<file path="config.mk">
export PLATFORM = sky130hd
export DESIGN_NAME = pdf_ctrl
export DESIGN_NICKNAME = d
export VERILOG_FILES = /design/src/pdf_pkg.sv /design/src/pdf_ctrl.sv
export SDC_FILE = /design/constraint.sdc
export NUM_CORES = 1
export LEC_CHECK = 0
export ABC_AREA = 1
export BUFFER_PORTS_ARGS = -buffer_cell sky130_fd_sc_hd__buf_2
export CORE_MARGIN = 1
export CORE_UTILIZATION = 50
export CTS_CLUSTER_DIAMETER = 60
export DETAILED_ROUTE_END_ITERATION = 6
export GPL_TIMING_DRIVEN = 0
export PLACE_DENSITY_LB_ADDON = 0.15
export SYNTH_ARGS = -nofsm -noshare
export SYNTH_HDL_FRONTEND = slang
export SYNTH_SLANG_ARGS = --single-unit
</file>
<file path="constraint.sdc">
create_clock -name clk -period 3 [get_ports clk]
set_input_delay 0.6 -clock clk [delete_from_list [all_inputs] [get_ports clk]]
set_output_delay 0.6 -clock clk [all_outputs]
set_load 0.03 [all_outputs]
</file>
<file path="src/pdf_pkg.sv">
`timescale 1ns / 1ps
// Shared types and constants for the Pareto dominance filter.
// No dependencies; every other file imports this package.
package pdf_pkg;

	localparam int MEAS_W        = 48;
	localparam int CMD_W         = 2;
	localparam int COUNT_W       = 6;
	localparam int DEPTH_DEFAULT = 32;
	// 10000 = 5^4 * 16: four multiply-by-five steps, then a shift by four
	localparam int SEED_STEPS    = 4;
	localparam int SEED_SHIFT    = 4;

	typedef logic [MEAS_W-1:0] meas_t;

	localparam meas_t ONE_Q16    = 48'h0000_0001_0000;
	// largest value whose product with 10000 still fits in 48 bits
	localparam meas_t SEED_LIMIT = 48'd28147497671;
	localparam meas_t MEAS_MAX   = '1;

	typedef struct packed {
		meas_t f;
		meas_t c;
		meas_t o;
	} triplet_t;

	typedef enum logic [1:0] {
		CMD_START = 2'd0,
		CMD_QUERY = 2'd1,
		CMD_ADD   = 2'd2,
		CMD_NOP   = 2'd3
	} cmd_t;

	typedef enum logic [2:0] {
		ST_IDLE,
		ST_SEED,
		ST_SEED_WR,
		ST_WALK,
		ST_DRAIN,
		ST_PLACE,
		ST_DONE
	} state_t;

	// controller to datapath
	typedef struct packed {
		logic load;
		logic seed_step;
		logic seed_wr;
		logic rd_en;
		logic place;
		logic out_load;
	} dp_ctl_t;

	// datapath to controller
	typedef struct packed {
		cmd_t op;
		logic out_busy;
	} dp_sts_t;

	function automatic meas_t max_meas(input meas_t a, input meas_t b);
		return (a > b) ? a : b;
	endfunction

endpackage

</file>
<file path="src/pdf_ctrl.sv">
`timescale 1ns / 1ps
// Sequencing state machine of the Pareto dominance filter: seed steps, table walk,
// placement and response hand-off. Depends on pdf_pkg.
module pdf_ctrl import pdf_pkg::*; #(
	parameter int TABLE_DEPTH = DEPTH_DEFAULT,
	localparam int IDX_W = $clog2(TABLE_DEPTH)
) (
	input  logic             clk,
	input  logic             arst_n,
	input  logic             in_valid,
	output logic             in_ready,
	input  logic [CMD_W-1:0] in_cmd,
	input  dp_sts_t          sts,
	output dp_ctl_t          ctl,
	output logic [IDX_W-1:0] rd_addr
);

	localparam int STEP_W = (SEED_STEPS > 1) ? $clog2(SEED_STEPS) : 1;
	localparam logic [STEP_W-1:0] STEP_LAST = STEP_W'(SEED_STEPS - 1);
	localparam logic [IDX_W-1:0]  IDX_LAST  = IDX_W'(TABLE_DEPTH - 1);

	state_t             state_q, state_d;
	logic [IDX_W-1:0]   idx_q;
	logic [STEP_W-1:0]  step_q;

	always_ff @(posedge clk or negedge arst_n) begin
		if (!arst_n) begin
			state_q <= ST_IDLE;
			idx_q   <= '0;
			step_q  <= '0;
		end else begin
			state_q <= state_d;
			if (state_q == ST_WALK) begin
				idx_q <= (idx_q == IDX_LAST) ? '0 : idx_q + 1'b1;
			end
			if (state_q == ST_SEED) begin
				step_q <= (step_q == STEP_LAST) ? '0 : step_q + 1'b1;
			end
		end
	end

	always_comb begin
		state_d = state_q;
		case (state_q)
			ST_IDLE: begin
				if (in_valid) begin
					case (cmd_t'(in_cmd))
						CMD_START: state_d = ST_SEED;
						CMD_QUERY: state_d = ST_WALK;
						CMD_ADD:   state_d = ST_WALK;
						default:   state_d = ST_DONE;
					endcase
				end
			end
			ST_SEED: begin
				if (step_q == STEP_LAST) state_d = ST_SEED_WR;
			end
			ST_SEED_WR: state_d = ST_DONE;
			ST_WALK: begin
				if (idx_q == IDX_LAST) state_d = ST_DRAIN;
			end
			ST_DRAIN: state_d = (sts.op == CMD_ADD) ? ST_PLACE : ST_DONE;
			ST_PLACE: state_d = ST_DONE;
			ST_DONE: begin
				if (!sts.out_busy) state_d = ST_IDLE;
			end
			default: state_d = ST_IDLE;
		endcase
	end

	always_comb begin
		in_ready      = (state_q == ST_IDLE);
		ctl.load      = (state_q == ST_IDLE) && in_valid;
		ctl.seed_step = (state_q == ST_SEED);
		ctl.seed_wr   = (state_q == ST_SEED_WR);
		ctl.rd_en     = (state_q == ST_WALK);
		ctl.place     = (state_q == ST_PLACE);
		ctl.out_load  = (state_q == ST_DONE) && !sts.out_busy;
		rd_addr       = idx_q;
	end

endmodule

</file>
; ---- Word level (Yosys, flattened, before mapping)
; Index checks and enable logic that the tools add are counted.
[totals]
register_bits = 10
inputBits = 8
output_inout_bits = 12
wordCells = 37
[op_classes]
n_addsub = 2
eq_ne = 15
muxes = 9
reduce_logical = 8
[op_table]
columns = op, count
row1 = $pmux 3 s6, 1
row2 = $mux 3, 4
row3 = $eq 3x3->1 const B, 3
row4 = $eq 2x2->1 const B, 3
row5 = $eq 3x2->1 const B, 2
row6 = $pmux 3 s2, 1
row7 = $add 5x1->5 const B, 1
row8 = $eq 5x5->1 const B, 1
row9 = $mux 5, 1
row10 = $mux 2, 2
row11 = $ne 2x1->1 const B, 2
row12 = $ne 2x2->1 const B, 2
row13 = $reduce_and 4->1, 1
row14 = $reduce_or 2->1, 2
row15 = $eq 3x1->1 const B, 1
row16 = $logic_not 3->1, 1
row17 = $add 2x1->2 const B, 1
row18 = $eq 2x1->1 const B, 1
row19 = $logic_and 1x1->1, 2
row20 = $logic_not 2->1, 1
row21 = $logic_not 1->1, 1

; ---- Logic depth before layout (Yosys ltp)
; Gate-level depths: netlist of the first run.
[logic_depth]
depth_word = 5
mapped_depth = 10

; ---- Least setup slack after synthesis of the first run
; Ideal clock, no wire load.
[synth_path]
path_kind = input-to-output
start = input port sts[0] (netlist name)
end = output port ctl[0] (netlist name)
arrival_time_ns = 1.591
t_required_ns = 2.400
slack_ns = 0.809
cell_stages = 1
path_buffers = 0
path_cell_list = nor4_1
[synth_via]
elab_chain_len = 2
[synth_rtl]
columns = item, line_no
row1 = "start, declared", pdf_ctrl.sv:13  ; input dp_sts_t sts,
row2 = $logic_not 1->1, pdf_ctrl.sv:78  ; ctl.out_load = (state_q == ST_DONE) && !sts.out_busy;
row3 = $logic_and 1x1->1, pdf_ctrl.sv:78
row4 = "end, declared", pdf_ctrl.sv:14  ; output dp_ctl_t ctl,
; No other way between the ends.

==> results.sh, run 1 <==
export IMPL_rr_worst_depth=10
export IMPL_cts_buffers=3
export IMPL_finalSetupViolations=0
export IMPL_cts_root_buf="clkbuf_4"
export IMPL_place_area_sq_um=822
export IMPL_p_sw_share_pct=50.2
export IMPL_cts_resized=0
export IMPL_hold_path_class="in -> async"
export IMPL_finClkSkew_ns=0.00281
export IMPL_pwr_share_comb_pct=64.0
export IMPL_pwr_share_clk_pct=12.4
export IMPL_nets=125
export IMPL_dp_slack_ns=1.22
export IMPL_synth_area_top_cells="dfrtp_1 35%, nand2_1 13%, ha_1 5.3%, inv_1 5.3%, nand3_1 4.9%"
export IMPL_synthDistinctLibCells=24
export IMPL_async_flop_share_pct=100
export IMPL_stdcell_count=128
export IMPL_p_int_mw=0.474
export IMPL_cts_setup_buffers=0
export IMPL_worstPathRequired_ns=2.40
export IMPL_power_density_nw_per_um2=1110
export IMPL_drive_above_1_share_pct=35.4
export IMPL_antenna_found_initial=0
export IMPL_num_antenna_cells=0
export IMPL_gp_congestion=0.787
export IMPL_cp_top_family="buffers and inverters"
export IMPL_r2r_end="state_q[1]"
export IMPL_power_switching_mw=0.478
export IMPL_cts_sink_count=10
export IMPL_max_cap_violations=0
export IMPL_status="finished, final reports clean"
export IMPL_synth_seq_cells=10
export IMPL_period_needed_ns=1.92
export IMPL_io_pins=20
export IMPL_place_inst=124
export IMPL_grt_setup_unrepaired="no"
export IMPL_cp_start_kind="flip-flop"
export IMPL_drt_pass1_iter_count=4
export IMPL_synth_top_flop_cell="dfrtp_1"
export IMPL_crit_path_max_fanout=9
export IMPL_path_class="reg -> out"
export IMPL_cp_arrival_ns=1.32
export IMPL_hold_slack_ns=0.178
export IMPL_startpoint="state_q[1]"
export IMPL_synth_top_area_share_pct=35.3
export IMPL_synth_area_leader_cell="dfrtp_1"
export IMPL_hpwl_um=959
export IMPL_r2r_start="rd_addr[0]"
export IMPL_static_leakage_power_nw=0.485
export IMPL_die_area_sq_um=1570
export IMPL_synth_nets=101
export IMPL_route_vias_total=599
export IMPL_start_util_pct=54.4
export IMPL_clkTransAtPathRegs_ns=0.06
export IMPL_grt_pass1_wl_mm=1.76
export IMPL_post_route_period_util_pct=64.1
export IMPL_clockBufferDepth=2
export IMPL_layout_setup_ws_ns=1.08
export IMPL_h_tree_depth=1
export IMPL_syn_instance_count=90
export IMPL_grt_overflow=0
export IMPL_synthToLayoutAreaGrowth_pct=21.2
export IMPL_dr_first_iter_drc_count=16
export IMPL_worst_pin_slew_ns=0.245
export IMPL_critical_path_cell_chain="buf_6 > nor4_1 > buf_2"
export IMPL_maxSlewViolCount=0
export IMPL_r2r_slack_ns=1.54
export IMPL_fp_row_count=13
export IMPL_grt_pass1_vias=424
export IMPL_cpPeakStageDelay_ns=0.37
export IMPL_wl_mm=1.19
export IMPL_cp_slowest_cell="dfrtp_1"
export IMPL_routed_via_density=4.68
export IMPL_cts_tree="built"
export IMPL_max_freq_mhz=520
export IMPL_die_h_um=39.6
export IMPL_post_route_drc_count=0
export IMPL_wl_per_cell_um=9.30
export IMPL_yosysWarnings=0
export IMPL_fin_area_sq_um=858
export IMPL_coreArea_sq_um=1300
export IMPL_grt_use_total_pct=17.8
export IMPL_relSlewSlack_pct=83.5
export IMPL_grt_max_degree=11
export IMPL_yosysSeqAreaShare_pct=35.3
export IMPL_die_x_um=39.6
export IMPL_ant_nets=0
export IMPL_peakVddDrop_v=0.000554
export IMPL_tns_ns=0
export IMPL_synth_edf_count=0
export IMPL_p_seq_share_pct=23.6
export IMPL_cp_buffers_inverters=2
export IMPL_syn_area_per_cell_sq_um=7.87
export IMPL_clock_latency_ns=0.26
export IMPL_syn_area_sq_um=708
export IMPL_numPortBuffers=19
export IMPL_hold_buffers=0
export IMPL_crit_path_end_kind="output pin"
export IMPL_finalHoldViolCount=0
-- power by group through the flow --
stage / logic [mW] / registers, mW / clock network (mW)
finish: 0.609 / 0.225 / 0.118
floorplan: 0.453 / 0.267 / 0
global placement: 0.607 / 0.227 / 0
CTS: 0.614 / 0.225 / 0.123
global route: 0.677 / 0.232 / 0.128
detailed placement: 0.612 / 0.228 / 0
-- sequential cells by signal, summed over array words and instances (netlist names) --
register  count
rd_addr       5
state_q       3
step_q        2
-- metal layers --
metal	track usage [%]	share of wire, %
met1	24.7	54
met2	22.5	41
met3	6.82	3.5
met4	10.3	1.2
met5	0	0
-- Yosys cell counts, drive strengths merged, types with 2 or more instances --
| cell | n |
|---|---|
| nand2 | 30 |
| inv | 13 |
| nand4 | 3 |
| a21oi | 3 |
| nor4 | 2 |
| o21ai | 3 |
| dfrtp | 10 |
| ha | 3 |
| nand3 | 7 |
| nor2 | 7 |
| nor3 | 2 |
| buf | 3 |
-- cells by family after synthesis --
| family | after synthesis | share of synthesized area (%) |
|---|---|---|
| AND/OR/NAND/NOR | 53 | 40.8 |
| buffers and inverters | 16 | 12.0 |
| flip-flops | 10 | 35.3 |
| AO/OA/AOI/OAI | 7 | 5.30 |
| adder cells (fa/ha/maj) | 3 | 5.30 |
| XOR/XNOR | 1 | 1.24 |
-- layout make-up --
class	instances	area, sq um
timing repair buffer	19	95.1
inverter	13	51.3
sequential	10	250
clock buffer	4	36.3
fill	115	443
tap	15	18.8
buffer	3	33.8
multi-input combinational	64	373
-- per-stage QoR --
stage          util [%]  power [mW]
6_report           66.0       0.952
4_1_cts            66.0       0.962
3_3_place_gp       63.2       0.834
5_1_grt            66.0        1.04
2_1_floorplan         -       0.720
3_5_place_dp       63.2       0.840
-- how the worst max path moves through the flow --
stage	endpoint	slack [ns]	depth (start not counted)
floorplan	ctl[0]	0.81	1
global placement	ctl[0]	1.23	3
detailed placement	ctl[0]	1.22	3
CTS	ctl[5]	1.08	3
global route	ctl[5]	0.99	3
finish	ctl[5]	1.08	3
-- placed cells by master, fill, tap and decap left out --
| master | instances |
|---|---|
| nand2_1 | 25 |
| buf_2 | 19 |
| inv_1 | 10 |
| dfrtp_1 | 10 |
| nand3_1 | 7 |
| nand2_2 | 4 |
| nor2_1 | 4 |
| buf_6 | 3 |
| nand4_1 | 3 |
| o21ai_0 | 3 |
| a21oi_1 | 3 |
| ha_1 | 3 |
| clkbuf_4 | 3 |
| inv_2 | 2 |
| nor4_1 | 2 |
| inv_4 | 1 |
| nand2_4 | 1 |
| nor2_8 | 1 |
| nor2_4 | 1 |
| nor3_4 | 1 |
| o21bai_1 | 1 |
| xor2_1 | 1 |
| nor3_2 | 1 |
| nor2_2 | 1 |
| or2_2 | 1 |
| nand3b_1 | 1 |
| clkbuf_8 | 1 |
Power figures use the tool's default switching activity.
==> run 2, diff against run 1 <==
--- a/config.mk
+++ b/config.mk
@@ -8,7 +8,7 @@
 export ABC_AREA = 1
 export BUFFER_PORTS_ARGS = -buffer_cell sky130_fd_sc_hd__buf_2
 export CORE_MARGIN = 1
-export CORE_UTILIZATION = 50
+export CORE_UTILIZATION = 45
 export CTS_CLUSTER_DIAMETER = 60
 export DETAILED_ROUTE_END_ITERATION = 6
 export GPL_TIMING_DRIVEN = 0
==> constraint.sdc (replaced) <==
create_clock -name clk -period 1.7 [get_ports clk]
set_input_delay 0.34 -clock clk [delete_from_list [all_inputs] [get_ports clk]]
set_output_delay 0.34 -clock clk [all_outputs]
set_load 0.03 [all_outputs]
==> run 2 against run 1 <==
  * Sequential power grew 77%
  * Wire length grew 7.1%
  * Core utilization shrank 2.3 points
  * Highest routed layer is now met3
  * Clock skew shrank 0.0015 ns
  * Worst hold slack gained 0.21 ns
  * Setup slack lost 0.98 ns
  * Non-clock buffer count grew 1
  * Largest cell class unchanged
==> results.sh, run 2 (same netlist as run 1, synthesis figures left out) <==
export IMPL_worstPathRequired_ns=1.36
export IMPL_peakVddDrop_v=0.00116
export IMPL_static_leakage_power_nw=0.490
export IMPL_grt_overflow=0
export IMPL_dr_first_iter_drc_count=26
export IMPL_numPortBuffers=19
export IMPL_clockBufferDepth=2
export IMPL_clkTransAtPathRegs_ns=0.06
export IMPL_grt_setup_unrepaired="no"
export IMPL_cp_top_family="buffers and inverters"
export IMPL_crit_path_end_kind="output pin"
export IMPL_cts_root_buf="clkbuf_4"
export IMPL_place_area_sq_um=835
export IMPL_final_cell_mix="25 x nand2_1, 19 x buf_2, 10 x inv_1, 10 x dfrtp_1, 7 x nand3_1"
export IMPL_cp_buffers_inverters=4
export IMPL_nets=126
export IMPL_max_cap_violations=0
export IMPL_h_tree_depth=1
export IMPL_start_util_pct=51.2
export IMPL_wl_per_cell_um=9.89
export IMPL_grt_pass1_wl_mm=2.17
export IMPL_finalHoldViolCount=0
export IMPL_num_antenna_cells=0
export IMPL_critical_path_cell_chain="buf_6 > inv_2 > nand3_1 > inv_1 > buf_2"
export IMPL_status="finished, final reports clean"
export IMPL_cpPeakStageDelay_ns=0.37
export IMPL_fp_row_count=13
export IMPL_gp_congestion=0.855
export IMPL_r2r_start="rd_addr[0]"
export IMPL_grt_pass1_vias=515
export IMPL_maxSlewViolCount=0
export IMPL_power_total_mw=1.71
export IMPL_routed_via_density=4.94
export IMPL_io_pins=20
export IMPL_cts_setup_buffers=0
export IMPL_post_route_drc_count=0
export IMPL_tns_ns=0
export IMPL_hpwl_mm=1.04
export IMPL_grt_use_total_pct=15.9
export IMPL_die_x_um=41.7
export IMPL_final_util_pct=63.7
export IMPL_max_freq_mhz=623
export IMPL_crit_path_max_fanout=8
export IMPL_die_area_sq_um=1740
export IMPL_clock_latency_ns=0.26
export IMPL_ant_nets=0
export IMPL_finClkSkew_ns=0.00132
export IMPL_coreArea_sq_um=1380
export IMPL_worst_pin_slew_ns=0.220
export IMPL_cts_buffers=3
export IMPL_worstHoldStart="sts[0]"
export IMPL_cts_tree="built"
export IMPL_layout_commonest_cell="nand2_1"
export IMPL_hold_path_class="in -> reg"
export IMPL_hold_slack_ns=0.392
export IMPL_relSlewSlack_pct=85.3
export IMPL_largest_reg_flops=5
export IMPL_drt_pass1_iter_count=4
export IMPL_fin_area_sq_um=881
export IMPL_startpoint="state_q[2]"
export IMPL_cp_start_kind="flip-flop"
export IMPL_drive_above_1_share_pct=36.8
export IMPL_die_h_um=41.7
export IMPL_post_route_period_util_pct=94.4
export IMPL_finalSetupViolations=0
export IMPL_wl_mm=1.28
export IMPL_cp_slowest_cell="dfrtp_1"
export IMPL_route_vias_total=637
export IMPL_period_needed_ns=1.60
export IMPL_power_density_nw_per_um2=1940
export IMPL_cp_arrival_ns=1.26
export IMPL_synthToLayoutAreaGrowth_pct=24.4
export IMPL_path_class="reg -> out"
export IMPL_cts_sink_count=10
export IMPL_antenna_found_initial=0
export IMPL_grt_max_degree=11
run 2: worst register-to-register path: stages (launching register included):
cell     delay [ns]
dfrtp_1        0.41
ha_1           0.24
nand2_1        0.09
nor2_1         0.05
ha_1           0.17
inv_1          0.11
nand2_2        0.07
nand2_2        0.09
nor2_2         0.04
nand2_1        0.06
nand2_1        0.05
run 2: repair_timing:
action	4_1_cts	5_1_grt
hold endpoints to repair	10	0
hold buffers	1	0
resized for setup	0	0
run 2: stage by stage:
step	setup slack [ns]	cells
finish	0.0951	129
global placement	0.259	124
floorplan	0.147	90
detailed placement	0.230	124
CTS	0.0857	129
global route	0.0137	129
run 2: metal layers:
metal  GRT usage (%)  share of wire (%)  vias up
met2            22.5                 45       15
met1            24.2                 50      285
met3            5.22                4.8        0
met4            1.94                  0        0
li1                -                  -      337
met5               0                  0        -
run 2: power breakdown:
group / internal, mW / switching [mW] / total (mW)
clock: 0.130 / 0.0752 / 0.205
combinational: 0.378 / 0.726 / 1.10
sequential: 0.338 / 0.0604 / 0.398
run 2: path summary, 6_finish.rpt:
check | to | slack, ns | cells after the start
worst max-delay path | ctl[3] | 0.1 | 5
worst min-delay path | state_q[2] | 0.39 | 3
worst max register to register | state_q[1] | 0.22 | 10
worst min register to register | step_q[1] | 0.48 | 2
max in group asynchronous | state_q[0] | 1.04 | 2
min in group asynchronous | step_q[0] | 0.47 | 2
run 2: final cells by class:
cell class	count	area (sq um)
buffer	3	33.8
clock buffer	4	36.3
fill	122	502
inverter	13	51.3
multi-input combinational	64	385
sequential	10	250
tap	15	18.8
timing repair buffer	20	105
